`config.mk`:
```
export PLATFORM = sky130hd
export DESIGN_NAME = rlh_lane
export DESIGN_NICKNAME = d
export VERILOG_FILES = /design/src/sv/rlh_pkg.sv /design/src/sv/rlh_bin_ram.sv /design/src/sv/rlh_lane.sv
export SDC_FILE = /design/constraint.sdc
export NUM_CORES = 2
export LEC_CHECK = 0
export BUFFER_PORTS_ARGS = -buffer_cell sky130_fd_sc_hd__buf_4
export CAP_MARGIN = 20
export CELL_PAD_IN_SITES_DETAIL_PLACEMENT = 1
export CELL_PAD_IN_SITES_GLOBAL_PLACEMENT = 1
export CORE_MARGIN = 1.5
export CORE_UTILIZATION = 45
export CTS_CLUSTER_SIZE = 16
export DETAILED_ROUTE_END_ITERATION = 10
export GPL_TIMING_DRIVEN = 1
export PLACE_DENSITY_LB_ADDON = 0.1
export SLEW_MARGIN = 15
export SYNTH_ARGS = -nofsm -noshare
export SYNTH_HDL_FRONTEND = slang
export SYNTH_MEMORY_MAX_BITS = 65536
export SYNTH_SLANG_ARGS = --single-unit
export TNS_END_PERCENT = 1
```
`constraint.sdc`:
```
create_clock -name clock -period 16.45 [get_ports clock]
set_input_delay 0 -clock clock [delete_from_list [all_inputs] [get_ports clock]]
set_output_delay 0 -clock clock [all_outputs]
set_load 0.02 [all_outputs]
```
`src/sv/rlh_pkg.sv`:
```
// shared types, constants and arithmetic helpers for the rgb luma histogram
package rlh_pkg;

   localparam int CountBits = 18;
   localparam int OutBits   = 18;
   localparam int AddrBits  = 8;
   localparam int NumBins   = 1 << AddrBits;
   localparam int CompBits  = 8;
   localparam int WsumBits  = 18;
   localparam int RecipBits = 19;
   localparam int RecipShift = 28;
   localparam int ProdBits  = WsumBits + RecipBits;
   localparam int WideBits  = (CountBits > OutBits) ? CountBits : OutBits;

   localparam int LumaWr = 299;
   localparam int LumaWg = 587;
   localparam int LumaWb = 114;
   // ceil(2^28 / 1000): exact floor division for every weighted sum up to 255000
   localparam int RecipMul = ((1 << RecipShift) + 999) / 1000;

   typedef logic [CountBits-1:0] count_type;
   typedef logic [OutBits-1:0]   out_type;
   typedef logic [AddrBits-1:0]  addr_type;
   typedef logic [CompBits-1:0]  comp_type;
   typedef logic [WsumBits-1:0]  wsum_type;

   localparam count_type CountMax = '1;

   typedef enum logic [1:0] {
      CmdClear = 2'd0,
      CmdAdd   = 2'd1,
      CmdRead  = 2'd2
   } cmd_type;

   typedef struct packed {
      logic advance;
      logic b_add;
      logic b_clear;
   } lane_ctl_type;

   function automatic wsum_type luma_wsum(comp_type r, comp_type g, comp_type b);
      wsum_type pr;
      wsum_type pg;
      wsum_type pb;
      pr = WsumBits'(r) * WsumBits'(LumaWr);
      pg = WsumBits'(g) * WsumBits'(LumaWg);
      pb = WsumBits'(b) * WsumBits'(LumaWb);
      return pr + pg + pb;
   endfunction

   function automatic addr_type luma_index(wsum_type s);
      logic [ProdBits-1:0] p;
      p = ProdBits'(s) * ProdBits'(RecipMul);
      return p[RecipShift +: AddrBits];
   endfunction

   function automatic out_type to_out(count_type c);
      logic [WideBits-1:0] w;
      w = WideBits'(c);
      return w[OutBits-1:0];
   endfunction

endpackage

```
`src/sv/rlh_bin_ram.sv`:
```
// one 256-bin count memory with per-entry valid bits and a registered read port
module rlh_bin_ram
   import rlh_pkg::*;
(
   input  logic      clock,
   input  logic      reset,
   input  logic      clear,
   input  logic      rd_en,
   input  addr_type  rd_addr,
   output count_type rd_data,
   input  logic      wr_en,
   input  addr_type  wr_addr,
   input  count_type wr_data
);

   count_type          mem [NumBins];
   logic [NumBins-1:0] valid_ff;
   count_type          rd_data_ff;

   always_ff @(posedge clock) begin
      if (reset) begin
         valid_ff <= '0;
      end else if (clear) begin
         valid_ff <= '0;
      end else if (wr_en) begin
         valid_ff[wr_addr] <= 1'b1;
      end
   end

   always_ff @(posedge clock) begin
      if (wr_en) begin
         mem[wr_addr] <= wr_data;
      end
   end

   // entries never written since the last clear read as zero
   always_ff @(posedge clock) begin
      if (rd_en) begin
         rd_data_ff <= valid_ff[rd_addr] ? mem[rd_addr] : '0;
      end
   end

   assign rd_data = rd_data_ff;

endmodule

```
`src/sv/rlh_lane.sv`:
```
// one histogram: bin memory, write-back forwarding and saturating increment
module rlh_lane
   import rlh_pkg::*;
(
   input  logic         clock,
   input  logic         reset,
   input  lane_ctl_type ctl,
   input  addr_type     rd_addr,
   output count_type    cur_count,
   output count_type    new_count
);

   addr_type  addr_ff;
   count_type rd_data;
   logic      fwd_add_ff;
   logic      fwd_clear_ff;
   addr_type  fwd_addr_ff;
   count_type fwd_data_ff;
   logic      fwd_hit;

   rlh_bin_ram u_ram (
      .clock   (clock),
      .reset   (reset),
      .clear   (ctl.advance & ctl.b_clear),
      .rd_en   (ctl.advance),
      .rd_addr (rd_addr),
      .rd_data (rd_data),
      .wr_en   (ctl.advance & ctl.b_add),
      .wr_addr (addr_ff),
      .wr_data (new_count)
   );

   always_ff @(posedge clock) begin
      if (ctl.advance) begin
         addr_ff     <= rd_addr;
         fwd_addr_ff <= addr_ff;
         fwd_data_ff <= new_count;
      end
   end

   always_ff @(posedge clock) begin
      if (reset) begin
         fwd_add_ff   <= 1'b0;
         fwd_clear_ff <= 1'b0;
      end else if (ctl.advance) begin
         fwd_add_ff   <= ctl.b_add;
         fwd_clear_ff <= ctl.b_clear;
      end
   end

   // the read was taken on the same edge the previous item committed
   assign fwd_hit = fwd_add_ff && (fwd_addr_ff == addr_ff);

   always_comb begin
      if (fwd_clear_ff) begin
         cur_count = '0;
      end else if (fwd_hit) begin
         cur_count = fwd_data_ff;
      end else begin
         cur_count = rd_data;
      end
   end

   assign new_count = (cur_count == CountMax) ? cur_count : cur_count + 1'b1;

endmodule

```
== Word level (Yosys, flattened, before mapping) ==
Memory sizes are Yosys's and may differ from the RTL's. A register that Yosys moved wholly into a read port is not among the register bits.
Index checks and enable logic that the tools add are counted.
W data, S select, Z words.

* Register bits: 292
* RAM bits: 4608
* Bits of input ports: 13
* Output and inout bits: 36
* Logic and storage cells: 29
* Memories: 1

{| class="wikitable"
|+ Memory list
! memory !! words !! bits a word !! read ports !! clocked after Yosys merged registers in !! wr ports !! line !! RTL
|-
| u_ram.mem || 256 || 18 || 1 || 1 || 1 || rlh_bin_ram.sv:16 || <nowiki>count_type mem [NumBins];</nowiki>
|}

* Add/subtract/negate cells: 1
* Magnitude comparators: 3
* Eq/ne operators: 2
* Mux-type cells: 9
* Bitwise gates (word level): 3
* Reduce and logical (&&, ||, !) cells: 4

{| class="wikitable"
|+ Operators by type and width
! kind !! number
|-
| $or A256 B256 Y256 || 1
|-
| $mux W18 || 3
|-
| $add A18 B1 Y18 const B || 1
|-
| $eq A18 B18 Y1 const B || 1
|-
| $lt A8 B9 Y1 const B || 2
|-
| $bmux W1 S8 || 1
|-
| $demux W1 S8 || 1
|-
| $eq A8 B8 Y1 || 1
|-
| $ge A8 B1 Y1 const B || 1
|-
| $mux W1 || 4
|-
| $and A1 B1 Y1 || 2
|-
| $logic_and A1 B1 Y1 || 2
|-
| $reduce_or A2 Y1 || 1
|-
| $logic_not A1 Y1 || 1
|}

== Logic depth before layout (Yosys ltp) ==
* Word-level depth: 6
* Gate-level depth with buffers: 17
* Depth with buffers taken out: 13

== By module ==
From an unflattened synthesis, not the netlist that was laid out.

* Cells, all modules: 9812
* Area total of the unflattened synthesis: 190476.4 um^2

{| class="wikitable"
|+ Modules (own cells, without submodules)
! module !! times used !! cells an instance !! area each (um^2) !! seq. area each (um^2)
|-
| rlh_bin_ram || 1 || 9591 || 188150.5 || 144038.1
|-
| rlh_lane || 1 || 221 || 2326.0 || 1061.0
|}

== Worst setup path before layout ==
No wires, ideal clock.

* Kind: register -> register
* From: register addr_ff[7]
* To: register fwd_data_ff[12] (data pin)
* Library setup time: 2520 ps
* Arrival time: 14918 ps
* Data required time: 13930 ps
* Path slack: -988 ps
* Cell stages (with the launch flop): 15
* Buffers on the path: 2
* Clock period less this slack: 17438 ps
* Cell sequence: edfxtp_1 clkbuf_1 xnor2_1 nand3_1 nor3_1 nand2_1 a21oi_1 ha_1 inv_1 or4_1 nor4_1 mux2_2 o21ai_1 buf_2 a311oi_1

* Longest elaborated chain between the ends: 6
* Elaborated cells on any way between the ends: 7
* Those cells by class: 1 x add/sub; 2 x eq/ne; 3 x mux; 1 x reduce/logical

{| class="wikitable"
|+ Ends and longest elaborated chain
! what !! line !! RTL
|-
| from (decl) || rlh_lane.sv:13 || <nowiki>addr_type addr_ff;</nowiki>
|-
| from (signal assigned) || rlh_lane.sv:35 || <nowiki>addr_ff <= rd_addr;</nowiki>
|-
| $eq A8 B8 Y1 * || rlh_lane.sv:52 || <nowiki>assign fwd_hit = fwd_add_ff && (fwd_addr_ff == addr_ff);</nowiki>
|-
| $logic_and A1 B1 Y1 * || rlh_lane.sv:52 ||
|-
| $mux W18 * || rlh_lane.sv:57 || <nowiki>end else if (fwd_hit) begin</nowiki>
|-
| $mux W18 * || rlh_lane.sv:55 || <nowiki>if (fwd_clear_ff) begin</nowiki>
|-
| named net cur_count[0] || rlh_lane.sv:9 || <nowiki>output count_type cur_count,</nowiki>
|-
| $add A18 B1 Y18 / $eq A18 B18 Y1 (equally long branches) || rlh_lane.sv:64 || <nowiki>assign new_count = (cur_count == CountMax) ? cur_count : cur_count + 1'b1;</nowiki>
|-
| $mux W18 * || rlh_lane.sv:64 ||
|-
| named net new_count[12] || rlh_lane.sv:10 || <nowiki>output count_type new_count</nowiki>
|-
| to (signal assigned) || rlh_lane.sv:37 || <nowiki>fwd_data_ff <= new_count;</nowiki>
|-
| to (decl) || rlh_lane.sv:18 || <nowiki>count_type fwd_data_ff;</nowiki>
|}

The timed path passes the listed nets; every way through them passes the cells marked *.
A chain may end at the register's enable or synchronous reset.

== Final worst setup path ==
* From: register addr_ff[5]
* To: output new_count[14]

* Longest elaborated chain between the ends: 6
* Elaborated cells on any way between the ends: 7
* Those cells by class: 1 x add/sub; 2 x eq/ne; 3 x mux; 1 x reduce/logical

{| class="wikitable"
|+ Ends and longest elaborated chain
! what !! line
|-
| $eq A8 B8 Y1 * || rlh_lane.sv:52
|-
| $logic_and A1 B1 Y1 * || rlh_lane.sv:52
|-
| $mux W18 * || rlh_lane.sv:57
|-
| $mux W18 * || rlh_lane.sv:55
|-
| $add A18 B1 Y18 / $eq A18 B18 Y1 (equally long branches) || rlh_lane.sv:64
|-
| $mux W18 * || rlh_lane.sv:64
|-
| to (decl) || rlh_lane.sv:10
|}

Every way passes the cells marked *; elsewhere a longest branch is shown, timed or not.

==> reports/metrics.yaml <==
power:
  p_leak_nw: 66.7
  cellPowerDensity_nw_per_um2: 126
  power_mw: 27.1
  ir_worst_vdd_uv: 107
grt:
  grt_max_degree: 185
  grt_antenna_before_repair: 24
  grt_overflow_total: 0
  grt_pass1_wl_um: 764000
  grt_pass1_vias: 94900
  grtUsageTotal: 0.258
placement:
  place_ws_ns: 8.84
  place_area_um2: 198000
  dp_hpwl_um: 301000
  port_buffers: 48
  place.gp.congestion: 0.789
  dp_cells: 13600
detailed_routing:
  dr.max_layer_used: "met5"
  met2_length_um: 261000
  drt_iter0_drc: 10300
  drtPass1Iterations: 6
  postRouteAntennaNets: 0
  wl_per_cell_um: 37.6
  wl_um: 549000
  viasPerCell: 6.23
  wl_met1_um: 235000
  drc_errors: 0
  vias: 91000
  met3_length_um: 37800
setup_path:
  cp_common_cell: "buf_4"
  path_max_fanout: 162
  critPathArrivalTime_ns: 7.98
  crit_slowest_cell: "xnor2_2"
  worst-setup-path-type: "flip-flop to output port"
  cp-end-kind: "output port"
  slowest_delay_ns: 0.87
  start_kind: "flip-flop"
  worstPathCellList: "xnor2_1 -> nand4_1 -> nor3_1 -> buf_4 -> nand2_1 -> a21oi_1 -> ha_1 -> inv_1 -> or4_1 -> mux2_2 -> nor3_1 -> nand3_1 -> xnor2_2 -> buf_12 -> buf_4 -> buf_4"
  critPathRequiredTime_ns: 16.45
timing:
  post-route-period-util: 0.485
  fin_crit_ns: 7.98
  fin_setup_tns_ns: 0
  worst_slack_ns: 8.47
  fmax_mhz: 125
  relSlewSlack: 0.0712
  finClkSkew_ns: 0.0404
  hold_violations: 0
  setup_viol: 0
  slew_violations: 0
  rsz0062_at_grt: "no"
  worst_pin_slew_ns: 1.39
worst_hold_path:
  hp-class: "input pin to flip-flop"
floorplanning:
  die-area_um2: 424000
  die_w_um: 651
  initial_core_util: 0.453
  fp.dieH_um: 651
  io_pins: 49
  rows: 237
  placeableCoreArea_um2: 417000
synth:
  async_flop_share: 0
  ys_types: 64
  yosysWarnings: 0
  synth-edff-count: 4660
  synth.area.top_cells: "edfxtp_1 (74%), mux4_2 (16%), dfxtp_1 (2.7%), o21a_1 (1.0%), mux2i_1 (0.79%)"
  avgSynthCellArea_um2: 22.9
  synth-main-ff-cell: "edfxtp_1"
  synth_area_um2: 189000
  synth_top_cell_by_area: "edfxtp_1"
  syn_nets: 8274
  synth_top_cell_area_share: 0.741
  synthCells: 8260
  ys_seq_area_frac: 0.768
  ys_seq_elements: 4918
final_layout:
  nNetsFinal: 8696
  area_growth_pct: 13.5
  regArea_um2: 145000
  layout.cells.non_filler: 14600
  fillers: 35600
  drive_above_1_share: 0.313
  multiInputGateArea_um2: 42700
  fin_area_um2: 214000
clocking:
  cts_setup_buffers: 0
  cts.sink_count: 4918
  h-tree-depth: 6
  cts_buffer_depth: 4
  clk_pin_slew_ns: 0.06
  cts_tree: "done"
  postCtsHoldBufs: 17
  worstSkewPairLatency_ns: 1.05
  cts_resized: 0
  clockRootBuffer: "clkbuf_16"
  numCtsBuffers: 535
outcome:
  outcome: "finished clean"
job:
  maxCapViolations: 0
## synthesized netlist by cell type (all sizes together) (2+ instances only)
cell type,number
a22o,40
a21oi,74
o41ai,4
and3,3
xnor2,19
o21a,257
nand3,51
a221oi,38
or4,2
mux2i,150
o21ai,27
o22ai,80
o221ai,18
a2111oi,17
mux2,94
nor2b,59
a211oi,49
inv,3
nor4b,2
nand2b,25
mux4,1352
nand4,14
xor2,2
nor4,5
a31oi,3
or3,2
or2,2
and2,5
nor3,10
nor2,284
a22oi,67
nand4b,5
dfxtp,258
buf,308
and4,2
edfxtp,4660
nand2,91
clkbuf,171
## state kept, by name, summed over array words and instances, names as in the netlist
| signal | cells |
|---|---|
| u_ram.mem | 4608 |
| u_ram.valid_ff | 256 |
| fwd_data_ff | 18 |
| fwd_addr_ff | 8 |
| fwd_clear_ff | 1 |
| u_ram.rd_data | 18 |
| fwd_add_ff | 1 |
| addr_ff | 8 |
## cell usage in the layout, fill, tap and decap left out, types with 17 or more instances in the layout
| cell type | count |
|---|---|
| dfxtp_1 | 258 |
| buf_12 | 22 |
| nand2_1 | 73 |
| nand2b_1 | 24 |
| o22ai_1 | 80 |
| edfxtp_1 | 4660 |
| a22o_1 | 40 |
| nor2_2 | 106 |
| nor2_1 | 22 |
| clkinv_1 | 101 |
| o221ai_1 | 18 |
| clkbuf_1 | 156 |
| mux2i_1 | 150 |
| o21ai_0 | 21 |
| clkbuf_16 | 561 |
| clkbuf_8 | 19 |
| nor2_4 | 156 |
| clkinv_2 | 77 |
| a21oi_1 | 73 |
| nor2b_1 | 52 |
| a221oi_1 | 37 |
| buf_4 | 309 |
| mux2_2 | 93 |
| a211oi_1 | 27 |
| dlygate4sd3_1 | 17 |
| nand3_1 | 43 |
| mux4_2 | 1348 |
| a211oi_2 | 21 |
| a22oi_1 | 65 |
| o21a_1 | 257 |
| bufinv_16 | 19 |
## layout make-up
type                            instances  share of cell area
Timing Repair Buffer                  364              0.0151
Clock inverter                        226             0.00767
Inverter                                3           0.0000525
Tap cell                             5497              0.0321
Multi-Input combinational cell       2860               0.199
Clock buffer                          736              0.0694
Sequential cell                      4918               0.676
Antenna cell                           10            0.000117
## critical path, delay by kind of cell (launching register included)
family                   cells  cell delay, ns
multiplexers                 1            0.30
adder cells (fa/ha/maj)      1            0.33
XOR/XNOR                     2            1.22
AO/OA/AOI/OAI                1            0.47
buffers and inverters        5            2.17
flip-flops                   1            0.54
AND/OR/NAND/NOR              6            1.73
## final timing paths
kind	depth (start not counted)	startpoint	slack, ns	to
worst max-delay path	16	addr_ff[5]	8.47	new_count[14]
worst min-delay path	2	rd_addr[5]	0.09	addr_ff[5]
worst min register to register	1	u_ram.valid_ff[53]	0.45	u_ram.valid_ff[53]
worst max register to register	17	addr_ff[5]	9.13	u_ram.mem[239][8]
## layer usage
metal | vias up | global-route usage
met1 | 50900 | 0.374
met5 | - | 0
li1 | 36100 | -
met2 | 3258 | 0.408
met3 | 700 | 0.0446
met4 | 6 | 0.0671
## metrics by stage
stage          hold slack [ns]   util
6_report                0.0870  0.514
2_1_floorplan           0.0691      -
4_1_cts                 0.0221  0.514
3_3_place_gp             0.274  0.473
5_1_grt                 0.0290  0.514
3_5_place_dp             0.265  0.474
## cells by family (layout without fill, tap and decap cells)
kind of cell	count (synthesis)	after routing	share of synthesized area
xor gates and xnor gates	21	21	0.000973
DFF	4918	4918	0.768
muxes	1596	1596	0.175
AOI/OAI and AO/OA	679	679	0.0268
other	0	10	0
buffers and inverters	482	1329	0.0158
and+or+nand+nor	563	563	0.0136
adders and majority gates	1	1	0.0000662
## report_power, final
| part | total (mW) | internal [mW] | switching [mW] |
|---|---|---|---|
| Sequential | 14.0 | 14.0 | 0.0319 |
| Combinational | 1.61 | 0.474 | 1.14 |
| Clock | 11.5 | 6.62 | 4.86 |
No activity file was read; power rests on OpenSTA's default activity.
